### src/sv/atrp_pkg.sv
// -----------------------------------------------------------------------------
// atrp_pkg - shared types and constants for the AT response line parser
// Character codes, tag words, event/request codes and the result beat type.
// -----------------------------------------------------------------------------
package atrp_pkg;

  // Default depth of the queue between parser and output stage
  localparam int unsigned QUEUE_DEPTH_DEF = 2;

  // Event codes
  localparam logic [2:0] EV_NONE      = 3'd0;
  localparam logic [2:0] EV_PAIRED    = 3'd1;
  localparam logic [2:0] EV_CONNECTED = 3'd2;
  localparam logic [2:0] EV_DISCONN   = 3'd3;
  localparam logic [2:0] EV_ERROR     = 3'd4;
  localparam logic [2:0] EV_INIT_DONE = 3'd5;

  // Command requests to the host
  localparam logic [2:0] REQ_NONE     = 3'd0;
  localparam logic [2:0] REQ_NAME     = 3'd1;
  localparam logic [2:0] REQ_SERVICE  = 3'd2;
  localparam logic [2:0] REQ_DISCOVER = 3'd3;
  localparam logic [2:0] REQ_ACCEPT   = 3'd4;

  // Last issued host command
  localparam logic [2:0] CMD_NAME     = 3'd1;
  localparam logic [2:0] CMD_SERVICE  = 3'd2;
  localparam logic [2:0] CMD_DISCOVER = 3'd3;

  // Characters
  localparam logic [7:0] CH_PLUS  = 8'h2B; // '+'
  localparam logic [7:0] CH_E     = 8'h45; // 'E'
  localparam logic [7:0] CH_O     = 8'h4F; // 'O'
  localparam logic [7:0] CH_R     = 8'h52; // 'R'
  localparam logic [7:0] CH_K     = 8'h4B; // 'K'
  localparam logic [7:0] CH_ZERO  = 8'h30; // '0'
  localparam logic [7:0] CH_COMMA = 8'h2C; // ','
  localparam logic [7:0] CH_LF    = 8'h0A; // line feed

  // Tag words, first received byte in the top byte
  localparam logic [31:0] TAG_ERR  = "RR=-";
  localparam logic [31:0] TAG_RSLE = "RSLE";
  localparam logic [31:0] TAG_RCOI = "RCOI";
  localparam logic [31:0] TAG_RCCR = "RCCR";
  localparam logic [31:0] TAG_RDII = "RDII";
  localparam logic [31:0] TAG_RDAI = "RDAI";
  localparam logic [15:0] TAG_OK   = "OK";

  // Tag lengths
  localparam logic [2:0] LEN_TAG4 = 3'd4;
  localparam logic [2:0] LEN_TAG2 = 3'd2;

  // One result beat
  typedef struct packed {
    logic [2:0] event_code;
    logic [7:0] error_digit;
    logic [2:0] command_request;
    logic       ok_seen;
    logic       payload_valid;
    logic [7:0] payload_byte;
    logic       link_connected;
    logic       parser_idle;
  } result_t;

endpackage

### src/sv/atrp_parser.sv
// -----------------------------------------------------------------------------
// atrp_parser - front end: per-byte line parser
// Steps the line state machine on each accepted byte and forms its result.
// -----------------------------------------------------------------------------
module atrp_parser (
  input  logic             clk,
  input  logic             rst_n,
  input  logic             step_i,
  input  logic [7:0]       rx_byte_i,
  input  logic [2:0]       issued_command_i,
  output atrp_pkg::result_t res_o
);
  import atrp_pkg::*;

  typedef enum logic [2:0] {
    ST_START = 3'd0,
    ST_ERR   = 3'd1,
    ST_RESP  = 3'd2,
    ST_DATA  = 3'd3,
    ST_OK    = 3'd4,
    ST_ROK   = 3'd5,
    ST_EOL   = 3'd6
  } state_t;

  state_t     state_r, state_nxt;
  logic [2:0] count_r, count_nxt;   // expected tag length / data field position
  logic [2:0] fill_r, fill_nxt;
  logic [9:0] remain_r, remain_nxt;
  logic       conn_r, conn_nxt;
  logic [7:0] tag_r [4];
  logic       tag_we;

  logic [31:0] tag4;
  logic [15:0] tag2;
  logic        tag_done;
  logic [7:0]  digit;
  logic [6:0]  weight;
  logic [10:0] prod;

  assign tag4     = {tag_r[0], tag_r[1], tag_r[2], tag_r[3]};
  assign tag2     = {tag_r[0], tag_r[1]};
  assign tag_done = !(count_r > fill_r);
  assign digit    = rx_byte_i - CH_ZERO;

  always_comb begin
    case (count_r[1:0])
      2'd0:    weight = 7'd100;
      2'd1:    weight = 7'd10;
      default: weight = 7'd1;
    endcase
  end

  assign prod = 11'(digit[3:0] * weight);

  always_comb begin
    state_nxt  = state_r;
    count_nxt  = count_r;
    fill_nxt   = fill_r;
    remain_nxt = remain_r;
    conn_nxt   = conn_r;
    tag_we     = 1'b0;
    res_o      = '0;

    // tag collection shared by the tag-reading states
    if ((state_r == ST_ERR || state_r == ST_RESP || state_r == ST_ROK) && !tag_done) begin
      tag_we   = 1'b1;
      fill_nxt = fill_r + 3'd1;
    end

    unique case (state_r)
      ST_START: begin
        if (rx_byte_i == CH_PLUS) begin
          state_nxt = ST_RESP;
          count_nxt = LEN_TAG4;
          fill_nxt  = '0;
        end else if (rx_byte_i == CH_E) begin
          state_nxt = ST_ERR;
          count_nxt = LEN_TAG4;
          fill_nxt  = '0;
        end else if (rx_byte_i == CH_O) begin
          state_nxt = ST_OK;
        end else if (rx_byte_i == CH_R) begin
          state_nxt = ST_ROK;
          count_nxt = LEN_TAG2;
          fill_nxt  = '0;
        end
      end
      ST_ROK: begin
        if (tag_done) begin
          if (tag2 == TAG_OK) res_o.command_request = REQ_NAME;
          state_nxt = ST_EOL;
        end
      end
      ST_OK: begin
        if (rx_byte_i == CH_K) begin
          res_o.ok_seen = 1'b1;
          if (issued_command_i == CMD_NAME)         res_o.command_request = REQ_SERVICE;
          else if (issued_command_i == CMD_SERVICE) res_o.command_request = REQ_DISCOVER;
          else if (issued_command_i == CMD_DISCOVER) res_o.event_code     = EV_INIT_DONE;
        end
        state_nxt = ST_EOL;
      end
      ST_ERR: begin
        if (tag_done) begin
          if (tag4 == TAG_ERR) begin
            res_o.error_digit = digit;
            res_o.event_code  = EV_ERROR;
          end
          state_nxt = ST_EOL;
        end
      end
      ST_RESP: begin
        if (tag_done) begin
          state_nxt = ST_EOL;
          if (tag4 == TAG_RSLE) begin
            res_o.event_code = EV_PAIRED;
          end else if (tag4 == TAG_RCOI) begin
            res_o.command_request = REQ_ACCEPT;
          end else if (tag4 == TAG_RCCR) begin
            conn_nxt         = 1'b1;
            res_o.event_code = EV_CONNECTED;
          end else if (tag4 == TAG_RDII) begin
            conn_nxt         = 1'b0;
            res_o.event_code = EV_DISCONN;
          end else if (tag4 == TAG_RDAI) begin
            state_nxt  = ST_DATA;
            count_nxt  = '0;
            remain_nxt = '0;
          end
        end
      end
      ST_DATA: begin
        if (count_r <= 3'd2) begin
          if (digit > 8'd9) state_nxt = ST_START;
          else              remain_nxt = remain_r + prod[9:0];
          count_nxt = count_r + 3'd1;
        end else if (count_r == 3'd3) begin
          count_nxt = count_r + 3'd1;
          if (rx_byte_i != CH_COMMA) state_nxt = ST_START;
          else if (remain_r == '0)   state_nxt = ST_EOL;
        end else if (count_r == 3'd4 && remain_r != '0) begin
          remain_nxt          = remain_r - 10'd1;
          if (remain_r == 10'd1) state_nxt = ST_EOL;
          res_o.payload_valid = 1'b1;
          res_o.payload_byte  = rx_byte_i;
        end else begin
          state_nxt = ST_EOL;
        end
      end
      default: begin
        if (rx_byte_i == CH_LF) state_nxt = ST_START;
      end
    endcase

    res_o.link_connected = conn_nxt;
    res_o.parser_idle    = (state_nxt == ST_START);
  end

  always_ff @(posedge clk) begin
    if (!rst_n) begin
      state_r  <= ST_START;
      count_r  <= '0;
      fill_r   <= '0;
      remain_r <= '0;
      conn_r   <= 1'b0;
    end else if (step_i) begin
      state_r  <= state_nxt;
      count_r  <= count_nxt;
      fill_r   <= fill_nxt;
      remain_r <= remain_nxt;
      conn_r   <= conn_nxt;
    end
  end

  always_ff @(posedge clk) begin
    if (step_i && tag_we) tag_r[fill_r[1:0]] <= rx_byte_i;
  end

  a_payload_alone: assert property (@(posedge clk) disable iff (!rst_n)
    step_i && res_o.payload_valid |->
      res_o.event_code == EV_NONE && res_o.command_request == REQ_NONE)
    else $error("payload beat carries an event or request");

  a_payload_count: assert property (@(posedge clk) disable iff (!rst_n)
    step_i && state_r == ST_DATA && count_r == 3'd4 && remain_r != '0 |=>
      remain_r == $past(remain_r) - 10'd1)
    else $error("payload count did not step down");

endmodule

### src/sv/atrp_queue.sv
// -----------------------------------------------------------------------------
// atrp_queue - result queue between parser and output stage
// Small register FIFO; no bypass, data out straight from storage.
// -----------------------------------------------------------------------------
module atrp_queue #(
  parameter int unsigned DEPTH = atrp_pkg::QUEUE_DEPTH_DEF
) (
  input  logic              clk,
  input  logic              rst_n,
  input  logic              push_i,
  input  atrp_pkg::result_t data_i,
  output logic              full_o,
  input  logic              pop_i,
  output logic              nempty_o,
  output atrp_pkg::result_t data_o
);
  import atrp_pkg::*;

  localparam int unsigned PW = (DEPTH > 1) ? $clog2(DEPTH) : 1;
  localparam int unsigned CW = $clog2(DEPTH + 1);
  localparam logic [PW-1:0] LAST = PW'(DEPTH - 1);
  localparam logic [CW-1:0] FULL = CW'(DEPTH);

  result_t       mem [DEPTH];
  logic [PW-1:0] wptr_r, rptr_r;
  logic [CW-1:0] count_r, count_nxt;

  assign full_o   = (count_r == FULL);
  assign nempty_o = (count_r != '0);
  assign data_o   = mem[rptr_r];

  always_comb begin
    count_nxt = count_r;
    if (push_i && !pop_i)      count_nxt = count_r + CW'(1);
    else if (!push_i && pop_i) count_nxt = count_r - CW'(1);
  end

  always_ff @(posedge clk) begin
    if (!rst_n) begin
      wptr_r  <= '0;
      rptr_r  <= '0;
      count_r <= '0;
    end else begin
      if (push_i) wptr_r <= (wptr_r == LAST) ? '0 : wptr_r + PW'(1);
      if (pop_i)  rptr_r <= (rptr_r == LAST) ? '0 : rptr_r + PW'(1);
      count_r <= count_nxt;
    end
  end

  always_ff @(posedge clk) begin
    if (push_i) mem[wptr_r] <= data_i;
  end

  a_no_overflow: assert property (@(posedge clk) disable iff (!rst_n)
    !(push_i && full_o))
    else $error("push into full queue");

  a_no_underflow: assert property (@(posedge clk) disable iff (!rst_n)
    pop_i |-> nempty_o)
    else $error("pop from empty queue");

  a_count_up: assert property (@(posedge clk) disable iff (!rst_n)
    push_i && !pop_i |=> count_r == $past(count_r) + CW'(1))
    else $error("queue count lost a push");

endmodule

### src/sv/atrp_out.sv
// -----------------------------------------------------------------------------
// atrp_out - back end: registered result channel
// Drains the queue into an output register and holds it until taken.
// -----------------------------------------------------------------------------
module atrp_out (
  input  logic              clk,
  input  logic              rst_n,
  input  logic              nempty_i,
  input  atrp_pkg::result_t data_i,
  output logic              pop_o,
  output logic              out_valid,
  input  logic              out_ready,
  output atrp_pkg::result_t data_o
);
  import atrp_pkg::*;

  logic    valid_r;
  result_t data_r;

  assign pop_o     = nempty_i && (!valid_r || out_ready);
  assign out_valid = valid_r;
  assign data_o    = data_r;

  always_ff @(posedge clk) begin
    if (!rst_n) begin
      valid_r <= 1'b0;
    end else if (!valid_r || out_ready) begin
      valid_r <= nempty_i;
    end
  end

  always_ff @(posedge clk) begin
    if (pop_o) data_r <= data_i;
  end

endmodule

### src/sv/at_response_line_parser.sv
// -----------------------------------------------------------------------------
// at_response_line_parser - AT link response line parser
// Byte-serial recogniser for OK, ROK, ERR=-d and +R... event/data lines.
// -----------------------------------------------------------------------------
//  channel | direction | ports                                  | beat
//  --------+-----------+----------------------------------------+---------------
//  in      | input     | in_valid/in_ready, in_rx_byte,          | one rx byte
//          |           | in_issued_command                       |
//  out     | output    | out_valid/out_ready, out_event_code ... | one result
//
//  One byte per cycle while the queue is not full; each byte gives exactly
//  one result beat, which is written into the queue and then into the output
//  register.
//  in_ready drops only when the queue is full, i.e. after out_ready has been
//  low long enough for QUEUE_DEPTH beats plus the output register to back up.
//  Reset (rst_n low, synchronous) returns the parser to the line start,
//  clears the connection flag and empties queue and output register.
// -----------------------------------------------------------------------------
module at_response_line_parser #(
  parameter int unsigned QUEUE_DEPTH = atrp_pkg::QUEUE_DEPTH_DEF
) (
  input  logic       clk,
  input  logic       rst_n,
  input  logic       in_valid,
  output logic       in_ready,
  input  logic [7:0] in_rx_byte,
  input  logic [2:0] in_issued_command,
  output logic       out_valid,
  input  logic       out_ready,
  output logic [2:0] out_event_code,
  output logic [7:0] out_error_digit,
  output logic [2:0] out_command_request,
  output logic       out_ok_seen,
  output logic       out_payload_valid,
  output logic [7:0] out_payload_byte,
  output logic       out_link_connected,
  output logic       out_parser_idle
);
  import atrp_pkg::*;

  logic    step;       // input beat accepted
  logic    q_full;
  logic    q_nempty;
  logic    q_pop;
  result_t res;        // result of the byte being stepped
  result_t q_data;     // head of the queue
  result_t out_data;   // held output beat

  assign in_ready = !q_full;
  assign step     = in_valid && in_ready;

  // Front end: line state machine, one byte per step
  atrp_parser u_parser (
    .clk              (clk),
    .rst_n            (rst_n),
    .step_i           (step),
    .rx_byte_i        (in_rx_byte),
    .issued_command_i (in_issued_command),
    .res_o            (res)
  );

  // Decoupling queue
  atrp_queue #(
    .DEPTH (QUEUE_DEPTH)
  ) u_queue (
    .clk      (clk),
    .rst_n    (rst_n),
    .push_i   (step),
    .data_i   (res),
    .full_o   (q_full),
    .pop_i    (q_pop),
    .nempty_o (q_nempty),
    .data_o   (q_data)
  );

  // Back end: output register
  atrp_out u_out (
    .clk       (clk),
    .rst_n     (rst_n),
    .nempty_i  (q_nempty),
    .data_i    (q_data),
    .pop_o     (q_pop),
    .out_valid (out_valid),
    .out_ready (out_ready),
    .data_o    (out_data)
  );

  assign out_event_code      = out_data.event_code;
  assign out_error_digit     = out_data.error_digit;
  assign out_command_request = out_data.command_request;
  assign out_ok_seen         = out_data.ok_seen;
  assign out_payload_valid   = out_data.payload_valid;
  assign out_payload_byte    = out_data.payload_byte;
  assign out_link_connected  = out_data.link_connected;
  assign out_parser_idle     = out_data.parser_idle;

endmodule

### config.mk
export PLATFORM = sky130hd
export DESIGN_NAME = at_response_line_parser
export DESIGN_NICKNAME = d
export VERILOG_FILES = /design/src/sv/atrp_pkg.sv /design/src/sv/atrp_parser.sv /design/src/sv/atrp_queue.sv /design/src/sv/atrp_out.sv /design/src/sv/at_response_line_parser.sv
export SDC_FILE = /design/constraint.sdc
export NUM_CORES = 1
export LEC_CHECK = 0
export BUFFER_PORTS_ARGS = -buffer_cell sky130_fd_sc_hd__buf_4
export CORE_ASPECT_RATIO = 1.25
export CORE_MARGIN = 3
export CORE_UTILIZATION = 35
export DETAILED_ROUTE_END_ITERATION = 10
export GPL_TIMING_DRIVEN = 1
export PLACE_DENSITY_LB_ADDON = 0.2
export SLEW_MARGIN = 20
export SYNTH_ARGS = -nofsm -noshare
export SYNTH_HDL_FRONTEND = slang
export SYNTH_HIERARCHICAL = 1
export SYNTH_SLANG_ARGS = --single-unit
### constraint.sdc
create_clock -name clk -period 4.82 [get_ports clk]
set_input_delay 0.723 -clock clk [delete_from_list [all_inputs] [get_ports clk]]
set_output_delay 0.723 -clock clk [all_outputs]
set_load 0.02 [all_outputs]
==> impl_metrics.yaml, run 1 <==
logic_synthesis:
  netlist_area_sq_um: 7330
  synth-edff-count: 110
  synth_ff_type: "edfxtp_1"
  synth_nets: 676
  syn_inst: 605
  synthAdderAreaFrac_pct: 10.9
  synth_warnings: 6
  synthSimpleGateAreaFrac_pct: 17.5
  syn_area_per_cell_sq_um: 12.1
  synth-seq-cells: 136
  yosys.area_share.xor_xnor_pct: 2.63
  synth.distinct_cells: 75
  synth_top_family_by_area: "simple AND/OR/NAND/NOR gates"
  yosysSeqAreaShare_pct: 52.2
  async_flop_share_pct: 0
  synth-compound-area-share_pct: 8.54
  synth_mux_area_share_pct: 4.27
sta:
  slew_violations: 0
  hold_viol: 0
  finalSetupViolCount: 0
  slew_headroom_pct: 43.2
  skew_ns: 0.00878
  fin_ws_ns: 0.321
  finalCriticalPeriod_ns: 4.50
  setup_tns_ns: 0
  tightestPinTransition_ns: 0.840
  fmax_mhz: 222
  rsz0062_at_grt: "no"
  period_share_pct: 93.3
global_route:
  overflow: 0
  grt_pass1_wl_um: 25300
  antenna_found_initial: 0
  grt_max_degree: 29
  grt_pass1_vias: 4918
  grt.total_usage_pct: 14.3
setup_path:
  start_kind: "flip-flop"
  worst-path-max-fanout: 6
  cpPeakStageDelay_ns: 0.51
  critical_path.top_delay_family: "adder cells"
  crit_path_start: "u_parser/count_r[0]"
  cp.arrival_ns: 4.81
  crit_top_cell: "fa_1"
  critPathRequiredTime_ns: 5.13
  cp_num_cells: 16
  end_kind: "flip-flop"
  cp_slowest_cell: "fa_1"
  worstPathCellList: "inv_1 -> ha_1 -> nor2_2 -> nand2_1 -> fa_1 -> fa_1 -> fa_1 -> inv_1 -> ha_1 -> and3_1 -> a2111oi_2 -> o21ai_0 -> xor2_1 -> a311oi_1 -> a21oi_1 -> o21a_1"
  worstRegToRegCells: 16
  rr_startpoint: "u_parser/count_r[0]"
  crit_buf_inv: 2
  path_class: "reg -> reg"
floorplan:
  core_area_sq_um: 20300
  initial_core_util_pct: 36.1
  die_h_um: 168
  die_w_um: 135
  dieArea_sq_um: 22700
  ios: 43
  rows: 58
power:
  clkPwrFrac_pct: 31.0
  p_seq_share_pct: 42.3
  peakVddDrop_mv: 0.260
  internal_power_uw: 2670
  p_per_area_nw_per_um2: 456
  p_sw_share_pct: 31.1
  p_comb_share_pct: 26.7
  p_leak_uw: 0.00318
  switchingPower_uw: 1200
  power_uw: 3870
drt:
  drcViolationCount: 0
  detail-route-antenna-nets: 0
  vias_per_cell: 5.06
  routed_wirelength_um: 15300
  vias: 4742
  drt-wirelength-per-cell_um: 16.4
  drt_pass1_iterations: 5
  drt_first_iter_violations: 313
cells_and_area:
  fin_nets: 725
  stdcell_area_sq_um: 8490
  diodes: 0
  areaGrowthSynthToFinish_pct: 15.8
  final_cells: 937
  seq_area_sq_um: 3820
  fillers: 1942
  multi_input_comb_area_sq_um: 3220
  drive_gt1_share_pct: 19.9
hold_path:
  hp-start: "u_parser/fill_r[2]"
  hp-class: "reg -> reg"
  min_path_cells: 2
status:
  status: "finished, final reports clean"
placed_design:
  port_buffers: 42
  pre_cts_slack_ns: 0.252
  postPlaceCellArea_sq_um: 7930
  hpwl_um: 11200
  gp_congestion: 0.875
  dp.cells: 905
run:
  cap_violations: 0
cts:
  cts.sinks: 136
  cts_tree: "done"
  post-cts-setup-buffers: 0
  clock_latency_ns: 0.42
  clock-root-buffer: "clkbuf_16"
  clk_pin_slew_ns: 0.06
  htreeDepth: 4
  clockBufferDepth: 2
  cts_buffers: 17
==> worst paths after layout <==
check / endpoint / slack [ns]
max reg2reg: u_parser/remain_r[8] / 0.32
min: u_parser/fill_r[2] / 0.52
max: u_parser/remain_r[8] / 0.32
min reg2reg: u_parser/fill_r[2] / 0.52
==> layer usage <==
metal,GRT usage [%],vias up,part of all wire (%)
met1,17.2,2320,42
met2,24.7,100,52
met5,0,-,0
li1,-,2305,-
met3,3.44,17,3.5
met4,5.22,0,1.9
==> power groups by stage <==
stage | logic (uW) | registers (uW) | clock network, uW
after floorplan | 596 | 1760 | 0
after global placement | 1030 | 1660 | 0
after detailed placement | 1040 | 1670 | 0
after CTS | 1050 | 1640 | 1240
after global routing | 1140 | 1670 | 1290
final | 1030 | 1640 | 1200
==> cell type report <==
cell class | count | share of cell area, %
tap | 270 | 3.98
timing repair buffer | 49 | 4.33
sequential | 136 | 45.1
multi-input combinational | 402 | 37.9
clock buffer | 19 | 5.10
inverter | 48 | 2.12
clock inverter | 13 | 1.44
==> cells in the mapped netlist (4+ instances only) <==
master,instances,area share (%)
a21o_1,4,0.41
a21oi_1,17,1.2
a31oi_1,4,0.34
and2_1,28,2.4
and3_1,4,0.34
buf_2,5,0.34
clkbuf_1,8,0.41
dfxtp_1,26,7.1
edfxtp_1,110,45
fa_1,13,3.6
ha_1,43,7.3
inv_1,48,2.5
mux2_2,26,4.0
nand2_1,34,1.7
nand2b_1,7,0.60
nand3_1,16,1.1
nand3b_1,4,0.41
nand4_1,5,0.43
nor2_1,41,2.1
nor2b_1,11,0.94
nor3_1,10,0.68
nor4_1,5,0.43
nor4bb_1,6,0.82
o211ai_1,4,0.41
o21a_1,5,0.51
o21ai_0,21,1.4
or3_1,7,0.60
xnor2_1,13,1.6
xor2_1,9,1.1
==> kinds of logic after synthesis <==
logic type / Yosys count
adder cells (fa/ha/maj): 56
AND/OR/NAND/NOR: 210
flip-flops: 136
AO/OA/AOI/OAI: 86
multiplexers: 28
XOR/XNOR: 22
buffers and inverters: 67
==> state kept, by name (all words and copies together) (netlist names), named ones only <==
name	count
u_queue/rptr_r	1
u_parser/remain_r	10
u_parser/count_r	3
u_queue/wptr_r	1
u_parser/conn_r	1
u_parser/state_r	3
u_out/data_o	26
u_queue/count_r	2
u_parser/fill_r	3
u_out/out_valid	1
u_queue/mem	52
u_parser/tag_r	32
==> layout by cell type, fill, tap and decap left out, types with 4 or more instances in the layout <==
| master | n |
|---|---|
| a21o_1 | 4 |
| a21oi_1 | 17 |
| a31oi_1 | 4 |
| and2_1 | 28 |
| and3_1 | 4 |
| buf_4 | 49 |
| clkbuf_16 | 17 |
| clkinv_4 | 4 |
| clkinvlp_4 | 4 |
| dfxtp_1 | 25 |
| edfxtp_1 | 110 |
| fa_1 | 13 |
| ha_1 | 43 |
| inv_1 | 48 |
| mux2_2 | 26 |
| nand2_1 | 34 |
| nand2b_1 | 7 |
| nand3_1 | 16 |
| nand3b_1 | 4 |
| nand4_1 | 5 |
| nor2_1 | 40 |
| nor2b_1 | 9 |
| nor3_1 | 10 |
| nor4_1 | 5 |
| nor4bb_1 | 6 |
| o211ai_1 | 4 |
| o21a_1 | 5 |
| o21ai_0 | 21 |
| or3_1 | 7 |
| xnor2_1 | 13 |
| xor2_1 | 9 |
==> stage by stage <==
stage	hold slack [ns]	util, %
final	0.519	41.8
after global routing	0.553	41.8
after CTS	0.524	41.8
after detailed placement	0.505	39.0
after global placement	0.476	39.0
after floorplan	0.461	-
==> worst reg2reg max path: stages, from the launching register on <==
cell and delay, ns:
dfxtp_1 0.42, inv_1 0.13, ha_1 0.24, nor2_2 0.17
nand2_1 0.09, fa_1 0.47, fa_1 0.51, fa_1 0.51
inv_1 0.04, ha_1 0.34, and3_1 0.17, a2111oi_2 0.42
o21ai_0 0.18, xor2_1 0.16, a311oi_1 0.27, a21oi_1 0.07
o21a_1 0.20
==> what timing repair did <==
action	in CTS	in global routing
gates resized for setup	0	1
hold buffers	0	0
setup endpoints to repair	0	1
Power figures use the tool's default switching activity.
==> inputs of run 2 (changes only) <==
- RECOVER_POWER: default -> 25
==> run 2 against run 1 <==
Critical path depth unchanged. Largest cell class unchanged. Maximum frequency about the same. Worst setup slack worse by 0.0034 ns. Sequential share of layout area rose by 0.21 points. Largest power group unchanged. Register-to-register slack about the same. Utilization down 0.21 points. Die area is the same. Clock power hardly changed. Global-route usage stayed put.
==> impl_metrics.yaml, run 2 (same netlist as run 1, synthesis figures left out) <==
status:
  status: "finished, final reports clean"
cells_and_area:
  largest_reg_flops: 52
  stdcell_area_sq_um: 8440
  regMostFlops: "u_queue/mem"
  layout_commonest_cell: "edfxtp_1"
  areaGrowthSynthToFinish_pct: 15.2
  drive_gt1_share_pct: 18.1
  final_cell_mix: "edfxtp_1, inv_1, ha_1"
  diodes: 0
  fillers: 1954
  fin_nets: 725
drt:
  drt_first_iter_violations: 304
  detail-route-antenna-nets: 0
  drt-wirelength-per-cell_um: 16.4
  drcViolationCount: 0
  routed_wirelength_um: 15400
  vias: 4727
  vias_per_cell: 5.04
  drt_pass1_iterations: 5
placed_design:
  postPlaceCellArea_sq_um: 7930
  gp_congestion: 0.875
  hpwl_um: 11200
  port_buffers: 42
hold_path:
  min_path_cells: 2
  hp-class: "reg -> reg"
  hold_end: "u_parser/fill_r[2]"
  hp-start: "u_parser/fill_r[2]"
setup_path:
  worstRegToRegCells: 16
  critPathRequiredTime_ns: 5.13
  start_kind: "flip-flop"
  worst-path-max-fanout: 6
  reg2reg_setup_slack_ns: 0.32
  cp.arrival_ns: 4.81
  r2r_end: "u_parser/remain_r[8]"
  end_kind: "flip-flop"
  path_class: "reg -> reg"
  rr_startpoint: "u_parser/count_r[0]"
power:
  clkPwrFrac_pct: 31.0
  p_per_area_nw_per_um2: 458
  internal_power_uw: 2670
  p_seq_share_pct: 42.5
  switchingPower_uw: 1200
  p_leak_uw: 0.00314
  peakVddDrop_mv: 0.259
  p_comb_share_pct: 26.5
  p_sw_share_pct: 31.1
floorplan:
  die_h_um: 168
  die_w_um: 135
  dieArea_sq_um: 22700
  rows: 58
  ios: 43
  initial_core_util_pct: 36.1
  core_area_sq_um: 20300
cts:
  cts_resized: 0
  cts.sinks: 136
  clock-root-buffer: "clkbuf_16"
  clockBufferDepth: 2
  clock_latency_ns: 0.42
  cts_tree: "done"
  htreeDepth: 4
  post-cts-setup-buffers: 0
  cts_buffers: 17
  clk_pin_slew_ns: 0.06
  ctsHoldBuffers: 0
sta:
  finalSetupViolCount: 0
  skew_ns: 0.00837
  setup_tns_ns: 0
  slew_headroom_pct: 1.50
  rsz0062_at_grt: "no"
  hold_viol: 0
  finalCriticalPeriod_ns: 4.50
  period_share_pct: 93.4
  tightestPinTransition_ns: 1.48
  slew_violations: 0
  fmax_mhz: 222
global_route:
  grt_pass1_vias: 4918
  grt_pass1_wl_um: 25300
  grt_max_degree: 29
  overflow: 0
  grt.total_usage_pct: 14.3
  antenna_found_initial: 0
run:
  cap_violations: 0
## run 2: cell count changes in the layout (fill, tap and decap cells not counted), sizes merged
cell,previous run,this run
clkbuf,19,30
buf,49,38
## run 2: power groups by stage
stage / logic (uW) / clock network, uW / registers, uW
after floorplan: 596 / 0 / 1760
after global placement: 1030 / 0 / 1660
after detailed placement: 1040 / 0 / 1670
after CTS: 1050 / 1240 / 1640
after global routing: 1140 / 1290 / 1670
final: 1030 / 1200 / 1640
## run 2: area by class of cell
| type | instances | area (sq um) | area share (%) |
|---|---|---|---|
| tap | 270 | 338 | 4.00 |
| sequential | 136 | 3820 | 45.3 |
| clock buffer | 19 | 433 | 5.13 |
| clock inverter | 13 | 123 | 1.45 |
| inverter | 48 | 180 | 2.13 |
| multi-input combinational | 402 | 3220 | 38.1 |
| timing repair buffer | 49 | 327 | 3.87 |
## run 2: layer usage
metal / up-vias / GRT usage (%) / wire length (um)
met4: 0 / 5.22 / 292
met1: 2307 / 17.2 / 6600
met3: 19 / 3.44 / 499
met2: 97 / 24.7 / 8010
li1: 2304 / - / -
met5: - / 0 / 0
## run 2: how the worst max path moves through the flow
stage	from	end	slack, ns	depth (start not counted)
floorplan	in_rx_byte[3]	u_parser/remain_r[8]	0.50	15
global placement	in_rx_byte[1]	u_parser/remain_r[8]	0.32	14
detailed placement	u_parser/count_r[0]	u_parser/remain_r[8]	0.25	16
CTS	u_parser/count_r[0]	u_parser/remain_r[8]	0.24	16
global route	u_parser/count_r[0]	u_parser/remain_r[8]	0.02	16
finish	u_parser/count_r[0]	u_parser/remain_r[8]	0.32	16
## run 2: critical path, stage by stage (launching register included)
cell       delay, ns
dfxtp_1         0.42
inv_1           0.13
ha_1            0.24
nor2_2          0.17
nand2_1         0.09
fa_1            0.48
fa_1            0.51
fa_1            0.51
inv_1           0.04
ha_1            0.34
and3_1          0.17
a2111oi_2       0.42
o21ai_0         0.18
xor2_1          0.16
a311oi_1        0.27
a21oi_1         0.07
o21a_1          0.20
## run 2: per-stage QoR
step | util, % | power [uW] | setup WS, ns | hold WS, ns | std cells
finish | 41.6 | 3870 | 0.318 | 0.518 | 937
global route | 41.6 | 4090 | 0.0239 | 0.553 | 937
CTS | 41.8 | 3930 | 0.245 | 0.524 | 937
detailed placement | 39.0 | 2710 | 0.252 | 0.505 | 905
global placement | 39.0 | 2690 | 0.318 | 0.476 | 905
floorplan | - | 2350 | 0.504 | 0.461 | 605
